`config.mk`:
```
export PLATFORM = sky130hd
export DESIGN_NAME = subimage_fragment_command_gen_core
export DESIGN_NICKNAME = d
export VERILOG_FILES = /design/src/sfcg_pkg.sv /design/src/sfcg_mul.sv /design/src/subimage_fragment_command_gen_core.sv
export SDC_FILE = /design/constraint.sdc
export NUM_CORES = 1
export LEC_CHECK = 0
export ABC_AREA = 1
export BUFFER_PORTS_ARGS = -buffer_cell sky130_fd_sc_hd__buf_4
export CAP_MARGIN = 20
export CORE_MARGIN = 2
export CORE_UTILIZATION = 53
export DETAILED_ROUTE_END_ITERATION = 8
export GPL_TIMING_DRIVEN = 0
export PLACE_DENSITY = 0.8
export SYNTH_ARGS = -nofsm -noshare
export SYNTH_HDL_FRONTEND = slang
export SYNTH_SLANG_ARGS = --single-unit
```
`constraint.sdc`:
```
create_clock -name clock -period 8.45 [get_ports clock]
set_clock_uncertainty 0.05 [all_clocks]
set_input_delay 0.4225 -clock clock [delete_from_list [all_inputs] [get_ports clock]]
set_output_delay 0.4225 -clock clock [all_outputs]
set_load 0.02 [all_outputs]
```
`src/sfcg_pkg.sv`:
```
// Shared types, constants and helpers of the subimage fragment command generator.
`default_nettype none

package sfcg_pkg;

   // Register indexes of the configuration port.
   localparam logic [1:0] CSR_FRAME_WIDTH   = 2'd0;
   localparam logic [1:0] CSR_SCALE_ONE     = 2'd1;
   localparam logic [1:0] CSR_SHADER_NUMBER = 2'd2;

   localparam logic [10:0] FRAME_WIDTH_RESET   = 11'd396;
   localparam logic        SCALE_ONE_RESET     = 1'b1;
   localparam logic [7:0]  SHADER_NUMBER_RESET = 8'd255;

   // Pixel format codes.
   localparam logic [2:0] FMT_CODE_P4_A = 3'd3;
   localparam logic [2:0] FMT_CODE_P8_A = 3'd4;
   localparam logic [2:0] FMT_CODE_P8_B = 3'd5;
   localparam logic [2:0] FMT_CODE_P4_B = 3'd6;

   // Offset of the pixel data behind the palette of a four-bit image.
   localparam logic [12:0] P4_DATA_BASE = 13'd32;

   localparam int MUL_A_W = 13;
   localparam int MUL_B_W = 12;
   localparam int PROD_W  = MUL_A_W + MUL_B_W;

   typedef enum logic [1:0] {
      FMT_PAL8,
      FMT_PAL4,
      FMT_RGB16
   } fmt_type;

   typedef enum logic [2:0] {
      ST_IDLE,
      ST_SRC,
      ST_DST,
      ST_CMD,
      ST_WAIT
   } state_type;

   typedef struct packed {
      logic               en;
      logic [MUL_A_W-1:0] a;
      logic [MUL_B_W-1:0] b;
   } mul_op_type;

   function automatic fmt_type fmt_decode(input logic [2:0] code);
      fmt_type cls;
      if (code == FMT_CODE_P8_A || code == FMT_CODE_P8_B) begin
         cls = FMT_PAL8;
      end else if (code == FMT_CODE_P4_A || code == FMT_CODE_P4_B) begin
         cls = FMT_PAL4;
      end else begin
         cls = FMT_RGB16;
      end
      return cls;
   endfunction

endpackage

`default_nettype wire

```
`src/sfcg_mul.sv`:
```
// Shared multiplier of the command generator with a registered product.
`default_nettype none

module sfcg_mul (
   input  wire logic                              clock,
   input  wire sfcg_pkg::mul_op_type              op,
   output logic [sfcg_pkg::PROD_W-1:0]            product
);

   logic [sfcg_pkg::PROD_W-1:0] product_ff;
   logic [sfcg_pkg::PROD_W-1:0] product_in;

   assign product_in = {{sfcg_pkg::MUL_B_W{1'b0}}, op.a} *
                       {{sfcg_pkg::MUL_A_W{1'b0}}, op.b};

   always_ff @(posedge clock) begin
      if (op.en) begin
         product_ff <= product_in;
      end
   end

   assign product = product_ff;

endmodule

`default_nettype wire

```
`src/subimage_fragment_command_gen_core.sv`:
```
// Top level of the subimage fragment command generator: sequencer, item state and ports.
// After the request beat, ST_SRC and ST_DST run two multiply steps on the shared
// multiplier for the source base and the fragment-buffer row, then ST_CMD builds
// the first command and ST_WAIT offers it until its beat. Each further command is
// built in ST_CMD and offered in ST_WAIT; the final beat returns the block to idle,
// and a request of height zero leaves it in idle.
// Reset is synchronous: the configuration registers take 396, 1 and 255.
`default_nettype none

module subimage_fragment_command_gen_core (
   input  wire logic               clock,
   input  wire logic               reset,

   input  wire logic               csr_valid,
   output logic                    csr_ready,
   input  wire logic [1:0]         csr_index,
   input  wire logic [10:0]        csr_data,

   input  wire logic               req_valid,
   output logic                    req_ready,
   input  wire logic signed [10:0] req_pos_x,
   input  wire logic [9:0]         req_pos_y,
   input  wire logic [2:0]         req_pixel_format,
   input  wire logic [11:0]        req_image_width,
   input  wire logic [7:0]         req_palette_count,
   input  wire logic [11:0]        req_src_left,
   input  wire logic [11:0]        req_src_top,
   input  wire logic [9:0]         req_src_width,
   input  wire logic [7:0]         req_src_height,

   output logic                    rsp_valid,
   input  wire logic               rsp_ready,
   output logic [7:0]              rsp_shader_out,
   output logic [6:0]              rsp_fragment_index,
   output logic [4:0]              rsp_line_count,
   output logic signed [15:0]      rsp_dest_offset,
   output logic [25:0]             rsp_source_offset,
   output logic [10:0]             rsp_column_count,
   output logic signed [0:0]       rsp_edge_first,
   output logic [10:0]             rsp_edge_last,
   output logic                    rsp_nibble_format,
   output logic                    rsp_last_command
);

   // Configuration registers.
   logic [10:0] frame_width_ff;
   logic        scale_one_ff;
   logic [7:0]  shader_ff;

   sfcg_pkg::state_type state_ff, state_in;

   // Per-request state.
   logic [12:0] stride_ff, stride_in;
   logic [11:0] top_ff, top_in;
   logic [25:0] src_ff, src_in;
   logic [15:0] px_ff, px_in;
   logic [10:0] cols_ff, cols_in;
   logic        e1_ff, e1_in;
   logic [10:0] e2_ff, e2_in;
   logic        nib_ff, nib_in;
   logic [3:0]  yoff_ff, yoff_in;
   logic [6:0]  frag_ff, frag_in;
   logic [7:0]  height_ff, height_in;

   // Command output registers.
   logic [7:0]  o_shader_ff, o_shader_in;
   logic [6:0]  o_frag_ff, o_frag_in;
   logic [4:0]  o_lines_ff, o_lines_in;
   logic [15:0] o_dest_ff, o_dest_in;
   logic [25:0] o_src_ff, o_src_in;
   logic [10:0] o_cols_ff, o_cols_in;
   logic        o_e1_ff, o_e1_in;
   logic [10:0] o_e2_ff, o_e2_in;
   logic        o_nib_ff, o_nib_in;
   logic        o_last_ff, o_last_in;

   sfcg_pkg::mul_op_type            mul_op;
   logic [sfcg_pkg::PROD_W-1:0]     product;

   sfcg_pkg::fmt_type fmt_cls;
   logic        ol;
   logic        orr;
   logic [12:0] left_sum;
   logic [12:0] iw_half;
   logic [4:0]  frag_height;
   logic [4:0]  room;
   logic [4:0]  lines;
   logic        last;
   logic [14:0] dest_prod;
   logic [15:0] dest_sum;
   logic [25:0] src_sum;
   logic        req_beat;
   logic        rsp_beat;

   sfcg_mul u_mul (
      .clock   (clock),
      .op      (mul_op),
      .product (product)
   );

   assign csr_ready = 1'b1;

   always_ff @(posedge clock) begin
      if (reset) begin
         frame_width_ff <= sfcg_pkg::FRAME_WIDTH_RESET;
         scale_one_ff   <= sfcg_pkg::SCALE_ONE_RESET;
         shader_ff      <= sfcg_pkg::SHADER_NUMBER_RESET;
      end else if (csr_valid) begin
         unique case (csr_index)
            sfcg_pkg::CSR_FRAME_WIDTH: begin
               frame_width_ff <= csr_data;
            end
            sfcg_pkg::CSR_SCALE_ONE: begin
               scale_one_ff <= csr_data[0];
            end
            sfcg_pkg::CSR_SHADER_NUMBER: begin
               shader_ff <= csr_data[7:0];
            end
            default: begin
            end
         endcase
      end
   end

   assign req_ready = (state_ff == sfcg_pkg::ST_IDLE);
   assign rsp_valid = (state_ff == sfcg_pkg::ST_WAIT);
   assign req_beat  = req_valid && req_ready;
   assign rsp_beat  = rsp_valid && rsp_ready;

   // Request decode, used only on the request beat.
   assign fmt_cls  = sfcg_pkg::fmt_decode(req_pixel_format);
   assign ol       = req_src_left[0];
   assign orr      = req_src_left[0] ^ req_src_width[0];
   assign left_sum = {1'b0, req_src_left} + {4'b0000, req_palette_count, 1'b0} + 13'd2;
   assign iw_half  = ({1'b0, req_image_width} + 13'd1) >> 1;

   // Fragment geometry of the command being built.
   assign frag_height = scale_one_ff ? 5'd8 : 5'd16;
   assign room        = frag_height - {1'b0, yoff_ff};
   assign lines       = (height_ff < {3'b000, room}) ? height_ff[4:0] : room;
   assign last        = (height_ff == {3'b000, lines});

   // Only the first command can start inside a fragment; later ones start on row 0,
   // where the product register no longer holds the row term.
   assign dest_prod = (yoff_ff == 4'd0) ? 15'd0 : product[14:0];
   assign dest_sum  = {1'b0, dest_prod} + px_ff;

   // One adder serves both the base offset and the per-command advance.
   assign src_sum = src_ff + {{(26 - sfcg_pkg::PROD_W){1'b0}}, product};

   always_comb begin
      state_in    = state_ff;
      stride_in   = stride_ff;
      top_in      = top_ff;
      src_in      = src_ff;
      px_in       = px_ff;
      cols_in     = cols_ff;
      e1_in       = e1_ff;
      e2_in       = e2_ff;
      nib_in      = nib_ff;
      yoff_in     = yoff_ff;
      frag_in     = frag_ff;
      height_in   = height_ff;
      o_shader_in = o_shader_ff;
      o_frag_in   = o_frag_ff;
      o_lines_in  = o_lines_ff;
      o_dest_in   = o_dest_ff;
      o_src_in    = o_src_ff;
      o_cols_in   = o_cols_ff;
      o_e1_in     = o_e1_ff;
      o_e2_in     = o_e2_ff;
      o_nib_in    = o_nib_ff;
      o_last_in   = o_last_ff;
      mul_op.en   = 1'b0;
      mul_op.a    = stride_ff;
      mul_op.b    = top_ff;

      unique case (state_ff)
         sfcg_pkg::ST_IDLE: begin
            if (req_beat) begin
               top_in    = req_src_top;
               height_in = req_src_height;
               frag_in   = scale_one_ff ? req_pos_y[9:3] : {1'b0, req_pos_y[9:4]};
               yoff_in   = scale_one_ff ? {1'b0, req_pos_y[2:0]} : req_pos_y[3:0];
               px_in     = {{5{req_pos_x[10]}}, req_pos_x};
               cols_in   = {1'b0, req_src_width};
               e1_in     = 1'b0;
               e2_in     = 11'd0;
               nib_in    = 1'b0;
               unique case (fmt_cls)
                  sfcg_pkg::FMT_PAL8: begin
                     stride_in = {1'b0, req_image_width};
                     src_in    = {13'd0, left_sum};
                  end
                  sfcg_pkg::FMT_PAL4: begin
                     stride_in = iw_half;
                     src_in    = {13'd0, sfcg_pkg::P4_DATA_BASE +
                                  {2'b00, req_src_left[11:1]}};
                     // Widen to whole bytes on both edges.
                     e1_in     = ~ol;
                     e2_in     = {1'b0, req_src_width} + {10'd0, ol};
                     cols_in   = {1'b0, req_src_width} + {10'd0, ol} + {10'd0, orr};
                     px_in     = {{5{req_pos_x[10]}}, req_pos_x} - {15'd0, ol};
                     nib_in    = 1'b1;
                  end
                  default: begin
                     stride_in = {req_image_width, 1'b0};
                     src_in    = {13'd0, req_src_left, 1'b0};
                  end
               endcase
               if (req_src_height != 8'd0) begin
                  state_in = sfcg_pkg::ST_SRC;
               end
            end
         end
         sfcg_pkg::ST_SRC: begin
            mul_op.en = 1'b1;
            mul_op.a  = stride_ff;
            mul_op.b  = top_ff;
            state_in  = sfcg_pkg::ST_DST;
         end
         sfcg_pkg::ST_DST: begin
            src_in    = src_sum;
            mul_op.en = 1'b1;
            mul_op.a  = {2'b00, frame_width_ff};
            mul_op.b  = {8'd0, yoff_ff};
            state_in  = sfcg_pkg::ST_CMD;
         end
         sfcg_pkg::ST_CMD: begin
            o_shader_in = shader_ff;
            o_frag_in   = frag_ff;
            o_lines_in  = lines;
            o_dest_in   = {dest_sum[14:0], 1'b0};
            o_src_in    = src_ff;
            o_cols_in   = cols_ff;
            o_e1_in     = e1_ff;
            o_e2_in     = e2_ff;
            o_nib_in    = nib_ff;
            o_last_in   = last;
            // Source advance for the next fragment, ready by the beat.
            mul_op.en   = 1'b1;
            mul_op.a    = stride_ff;
            mul_op.b    = {7'd0, lines};
            state_in    = sfcg_pkg::ST_WAIT;
         end
         sfcg_pkg::ST_WAIT: begin
            if (rsp_beat) begin
               src_in    = src_sum;
               height_in = height_ff - {3'b000, o_lines_ff};
               yoff_in   = 4'd0;
               frag_in   = frag_ff + 7'd1;
               state_in  = o_last_ff ? sfcg_pkg::ST_IDLE : sfcg_pkg::ST_CMD;
            end
         end
         default: begin
            state_in = sfcg_pkg::ST_IDLE;
         end
      endcase
   end

   always_ff @(posedge clock) begin
      if (reset) begin
         state_ff <= sfcg_pkg::ST_IDLE;
      end else begin
         state_ff <= state_in;
      end
   end

   always_ff @(posedge clock) begin
      stride_ff   <= stride_in;
      top_ff      <= top_in;
      src_ff      <= src_in;
      px_ff       <= px_in;
      cols_ff     <= cols_in;
      e1_ff       <= e1_in;
      e2_ff       <= e2_in;
      nib_ff      <= nib_in;
      yoff_ff     <= yoff_in;
      frag_ff     <= frag_in;
      height_ff   <= height_in;
      o_shader_ff <= o_shader_in;
      o_frag_ff   <= o_frag_in;
      o_lines_ff  <= o_lines_in;
      o_dest_ff   <= o_dest_in;
      o_src_ff    <= o_src_in;
      o_cols_ff   <= o_cols_in;
      o_e1_ff     <= o_e1_in;
      o_e2_ff     <= o_e2_in;
      o_nib_ff    <= o_nib_in;
      o_last_ff   <= o_last_in;
   end

   assign rsp_shader_out     = o_shader_ff;
   assign rsp_fragment_index = o_frag_ff;
   assign rsp_line_count     = o_lines_ff;
   assign rsp_dest_offset    = o_dest_ff;
   assign rsp_source_offset  = o_src_ff;
   assign rsp_column_count   = o_cols_ff;
   assign rsp_edge_first     = o_e1_ff;
   assign rsp_edge_last      = o_e2_ff;
   assign rsp_nibble_format  = o_nib_ff;
   assign rsp_last_command   = o_last_ff;

   // A request is never taken while a command is still offered.
   a_no_overlap: assert property (@(posedge clock) disable iff (reset)
      !(req_ready && rsp_valid))
      else $error("request accepted while a command is pending");

   // The final command returns the block to idle on the next cycle.
   a_last_to_idle: assert property (@(posedge clock) disable iff (reset)
      (rsp_valid && rsp_ready && rsp_last_command) |=> req_ready)
      else $error("block not idle after final command");

   // Every command draws between one and a full fragment of lines.
   a_line_range: assert property (@(posedge clock) disable iff (reset)
      rsp_valid |-> (rsp_line_count != 5'd0 && rsp_line_count <= 5'd16))
      else $error("line count out of range");

   // A request of zero height produces no command.
   a_zero_height: assert property (@(posedge clock) disable iff (reset)
      (req_valid && req_ready && req_src_height == 8'd0) |=> (req_ready && !rsp_valid))
      else $error("zero-height request produced work");

endmodule

`default_nettype wire

```
Word-level counts from Yosys, hierarchy flattened
Index checks and enable logic that the tools add are counted.

Word-level logic and storage cells: 106. Register bits after elaboration: 243.

Bitwise gates (word level): 2. Order comparisons: 1. Reduce and logical (&&, ||, !) cells: 18. Equality and inequality tests: 15. Mux-type cells: 30. $mul: 1. Add/sub/neg operators: 12.

Operators with widths (number): 26-bit case mux with 3 select lines (2); 26-bit 2-to-1 mux (2); 13-bit case mux with 2 select lines (2); 15-bit 2-to-1 mux (2); 26-bit by 25-bit adder with 26-bit output (1); 13-bit by 12-bit multiplier with 25-bit output (1); 7-bit 2-to-1 mux (3); 8-bit 2-to-1 mux (2); 8-bit case mux with 2 select lines (1); 15-bit adder (1); 3-bit case mux with 5 select lines (1); 7-bit case mux with 2 select lines (1); 12-bit by 1-bit adder with 13-bit output, second input constant (1); 12-bit by 9-bit adder with 13-bit output (1); 13-bit by 2-bit adder with 13-bit output, second input constant (1); 6-bit by 11-bit adder with 12-bit output, first input constant (1); 3-bit == test, second input constant (4); 4-bit 2-to-1 mux (3); 11-bit by 2-bit subtractor with 12-bit output (1); 10-bit by 1-bit adder with 11-bit output (1); 11-bit by 1-bit adder with 11-bit output (1); 10-bit 2-to-1 mux (1); 5-bit 2-to-1 mux (2); 3-bit by 2-bit == test with 1-bit output, second input constant (3); other kinds (25) (40).

Depth between registers and ports, before layout
Word-level depth: 8. Gate-level depth with buffers: 35.

By module
Synthesis repeated with hierarchy kept, for this count alone.

Cell total of the unflattened synthesis: 2188. Area total of the unflattened synthesis: 18594.1 µm².

By module, submodules not included: subimage_fragment_command_gen_core (seq. area each 6226.0 µm², cells an instance 1370, area each 12338.1 µm², instances 1); sfcg_mul (seq. area each 750.7 µm², cells an instance 818, area each 6256.0 µm², instances 1).

Worst setup path after synthesis
No wires, ideal clock.

Kind: register to register. From: register state_ff[0]. To: register u_mul.product_ff, in the netlist u_mul.product[23] (data pin). Slack: 1.066 ns. Arrival time: 7.082 ns. Buffers on the path: 1. Cell stages (with the launch flop): 23. Cell sequence: dfxtp_1 -> inv_2 -> nor3_4 -> nand3_1 -> nand3_2 -> buf_6 -> nand2_1 -> fa_1 -> fa_1 -> fa_1 -> inv_1 -> fa_1 -> inv_1 -> fa_1 -> inv_1 -> ha_1 -> nand2_1 -> nor2_1 -> nand4_1 -> o211ai_1 -> nand2_1 -> nand3_1 -> nand2_1.

Cells in the longest elaborated chain, start to end: 3. Elaborated cells between the ends (all ways): 5. Classes of those cells: mul: 1; eq/ne: 3; mux: 1.

RTL lines: from (decl) (line subimage_fragment_command_gen_core.sv:50) `sfcg_pkg::state_type state_ff, state_in;`; from (signal assigned) (line subimage_fragment_command_gen_core.sv:263) `state_ff <= sfcg_pkg::ST_IDLE;`; from (signal assigned) (line subimage_fragment_command_gen_core.sv:265) `state_ff <= state_in;`; 3-bit by 2-bit == test with 1-bit output / 3-bit by 1-bit == test with 1-bit output (equally long branches) (line subimage_fragment_command_gen_core.sv:178) `unique case (state_ff)`; 26-bit case mux with 3 select lines * (line subimage_fragment_command_gen_core.sv:178); 13-bit by 12-bit multiplier with 25-bit output * (line sfcg_mul.sv:13) `assign product_in = {{sfcg_pkg::MUL_B_W{1'b0}}, op.a} *`; net u_mul.product_in, one bit (line sfcg_mul.sv:11) `logic [sfcg_pkg::PROD_W-1:0] product_in;`; to (signal assigned) (line sfcg_mul.sv:18) `product_ff <= product_in;`; to (decl) (line sfcg_mul.sv:10) `logic [sfcg_pkg::PROD_W-1:0] product_ff;`.

The timed path passes the listed nets; every way through them passes the cells marked *. A chain may end at the register's enable or synchronous reset.

Worst setup path in the final report
From: register yoff_ff[0]. To: register u_mul.product_ff, in the netlist u_mul.product[19] (data pin).

Cells in the longest elaborated chain, start to end: 5.

RTL lines: from (decl) (line subimage_fragment_command_gen_core.sv:61) `logic [3:0] yoff_ff, yoff_in;`; from (signal assigned) (line subimage_fragment_command_gen_core.sv:278) `yoff_ff <= yoff_in;`; 5-bit by 4-bit subtractor with 5-bit output * (line subimage_fragment_command_gen_core.sv:139) `assign room = frag_height - {1'b0, yoff_ff};`; 8-bit by 5-bit less-than comparator with 1-bit output (line subimage_fragment_command_gen_core.sv:140) `assign lines = (height_ff < {3'b000, room}) ? height_ff[4:0] : room;`; 5-bit 2-to-1 mux * (line subimage_fragment_command_gen_core.sv:140); net lines[4] (line subimage_fragment_command_gen_core.sv:87) `logic [4:0] lines;`; 26-bit case mux with 3 select lines * (line subimage_fragment_command_gen_core.sv:178); 13-bit by 12-bit multiplier with 25-bit output * (line sfcg_mul.sv:13); net u_mul.product_in, one bit (line sfcg_mul.sv:11).

Marks and branches as above.

==> impl_metrics.yaml <==
status:
  outcome: "complete, no violations"
synthesis:
  yosys.area_share.xor_xnor_pct: 2.91
  synthTopCellsByArea: "edfxtp_1 35%, fa_1 12%, ha_1 9.2%"
  synth_top_family_by_area: "adder cells"
  yosys.area.top_type: "edfxtp_1"
  yosys.area_share.simple_pct: 20.4
  muxShareOfSynthArea_pct: 0
  ys.flop_type: "edfxtp_1"
  synth_fa_ha_area_share_pct: 21.4
  synth_area_per_cell_um2: 8.69
  synth-seq-area-share_pct: 37.4
  synth_compound_area_share_pct: 8.25
  synthArstFlopShare_pct: 0
  syn_area_um2: 18700
  ys_warn_count: 0
  syn_nets: 2504
  ys_types: 59
  ys_ff_latch: 240
  synth_top_cell_area_share_pct: 34.9
  synthCells: 2149
  synth-edff-count: 217
grt:
  grt_pass1_vias: 15900
  gr-usage-met3_pct: 4.31
  grt_util_met1_pct: 32.6
  grt_pass1_wl_mm: 77.0
  grt_usage_pct: 26.5
  busiest_layer: "met2"
  grt_overflow: 0
  met2_usage_pct: 46.0
  antenna_found_initial: 0
  grt_max_degree: 36
place:
  io_buffers: 191
  dpl.hpwl_mm: 38.5
  dpl_cell_area_um2: 20900
  gp_congestion: 0.942
worst_setup_path:
  reg2regPathDepth: 28
  critPathTopFamily: "adder cells"
  cp_slowest_stage_delay_ns: 0.53
  worstSetupPathType: "reg2reg"
  r2r_end: "u_mul.product[19]"
  cp-start-kind: "register"
  cp.arrival_ns: 7.27
  rrSetupSlack_ns: 1.41
  worst_ep_required_time_ns: 8.69
  cp_max_fo: 10
  slowest_stage: "fa_1"
  path_buf_inv: 4
  r2r-start: "yoff_ff[0]"
  cp-end-kind: "register"
timing:
  max-slew-margin-rel_pct: 39.4
  drv_slew: 0
  rsz0062_at_grt: "no"
  min_period_ns: 7.04
  max_freq_mhz: 142
  setup_viol: 0
  hold_violations: 0
  period_share_pct: 83.3
  worst_pin_slew_ns: 0.907
cells_and_area:
  nNetsFinal: 2740
  post-route-util_pct: 63.0
  syn2layout_area_growth_pct: 16.8
  final_layout_size_suffix_gt1_share_pct: 14.7
  nFillCells: 2833
  n_antenna_cell: 0
  stdcell_area_um2: 21800
clock_tree:
  cts-root-buf: "clkbuf_16"
  cts_buffers: 26
  htree_levels: 1
  cts_tree: "built"
  clk_pin_slew_ns: 0.06
  worstSkewPairLatency_ns: 0.56
  cts.sinks: 240
  clockBufferDepth: 3
routing:
  wl_mm: 47.1
  drtIter0Drc: 1062
  via_per_inst: 5.39
  wl_per_cell_um: 16.5
  vias: 15400
  remaining_drc_errors: 0
  antenna_left: 0
  first_pass_iters: 5
floorplanning:
  io_pins: 194
  dieArea_um2: 36700
  num_rows: 68
  die_w_um: 192
  dieHeight_um: 192
  core_um2: 34600
  start_util_pct: 53.9
worst_hold_path:
  hold_class: "in2reg"
  min_to: "top_ff[11]"
  hp-start: "req_src_top[11]"
  hold_depth: 1
job:
  maxCapViolations: 0
flip-flops by register name, indices dropped and copies added, names as in the netlist, 12 cells and up:
| signal | count |
|---|---|
| u_mul.product | 25 |
| top_ff | 12 |
| stride_ff | 13 |
| src_ff | 26 |
| px_ff | 12 |
| rsp_source_offset | 26 |
| rsp_dest_offset | 15 |
layout make-up:
type	instances	area, um^2	area share, %
plain buffers	32	209	0.958
clock buffers	37	722	3.31
repair buffers	208	1680	7.70
multi-input cells	1456	9930	45.5
well taps	455	569	2.61
clock inverters	11	143	0.654
inverters	421	1580	7.26
flip-flops and latches	240	6980	32.0
cells in the mapped netlist (5+ instances only):
cell / count
nand2_1: 453
inv_1: 392
edfxtp_1: 217
nor2_1: 201
ha_1: 137
fa_1: 114
nand3_1: 112
a21oi_1: 100
o21ai_0: 90
xor2_1: 48
dfxtp_1: 23
nand4_1: 23
inv_2: 21
nand2_2: 16
nor3_1: 14
xnor2_1: 14
o21ai_2: 12
buf_2: 11
o221ai_1: 9
a31oi_1: 8
clkbuf_1: 8
buf_6: 7
clkinv_1: 7
o22ai_1: 7
or2_1: 7
or2_2: 7
a21o_1: 6
and2_1: 6
nand3_2: 6
nor2_2: 6
nor2_4: 6
o211ai_1: 5
through the flow:
stage,setup TNS [ns],hold slack [ns],setup WS [ns],cells
6_report,0,0.0154,1.41,2860
5_1_grt,0,0.000358,1.06,2860
4_1_cts,0,0.00143,1.45,2860
3_5_place_dp,0,0.355,1.47,2803
3_3_place_gp,-4.97,0.352,-0.561,2795
2_1_floorplan,0,0.350,1.07,2149
per-layer routing:
metal	share of wire (%)	routed length, um
met1	40	19000
met2	48	22600
met3	7.2	3380
met4	4.5	2110
met5	0	0
cells in the final DEF (no fill, tap or decap), drive strengths merged, types with 8 or more instances in the layout:
master / n
o221ai: 9
o21ai: 108
dlygate4sd3: 9
a31oi: 8
nor2: 214
dfxtp: 23
nor3: 19
buf: 223
a21oi: 100
inv: 415
clkbuf: 45
nand2: 473
xor2: 48
edfxtp: 217
ha: 137
nand3: 118
or2: 16
nand4: 23
clkinv: 14
xnor2: 14
fa: 114
worst register-to-register path: cells and delay by family, from the launching register on:
kind,cells,cell delay [ns]
adder cells (fa/ha/maj),8,3.39
AND/OR/NAND/NOR,12,1.51
AO/OA/AOI/OAI,3,0.81
flip-flops,1,0.45
buffers and inverters,4,0.29
XOR/XNOR,1,0.25
repair_timing:
item	in CTS	in global routing
setup buffers	0	0
gates resized for setup	0	0
hold buffers	9	0
endpoints found under the hold margin	9	0
endpoints found under the setup margin	0	0
worst max-delay path by stage:
stage | slack, ns | cells after the start | endpoint | from
final | 1.41 | 28 | u_mul.product[19] | yoff_ff[0]
after CTS | 1.45 | 28 | u_mul.product[19] | yoff_ff[3]
after global routing | 1.06 | 28 | u_mul.product[19] | yoff_ff[0]
after global placement | -0.56 | 22 | u_mul.product[19] | state_ff[0]
after detailed placement | 1.47 | 28 | u_mul.product[19] | yoff_ff[0]
after floorplan | 1.07 | 22 | u_mul.product[23] | state_ff[0]
logic make-up after synthesis:
logic type | count (synthesis)
adder cells (fa/ha/maj) | 251
flip-flops | 240
XOR/XNOR | 62
buffers and inverters | 453
other | 2
AO/OA/AOI/OAI | 265
AND/OR/NAND/NOR | 876
Power is left out: the tool's default activity adds up to more than one toggle a clock period on the data nets, which glitch-free logic cannot reach.
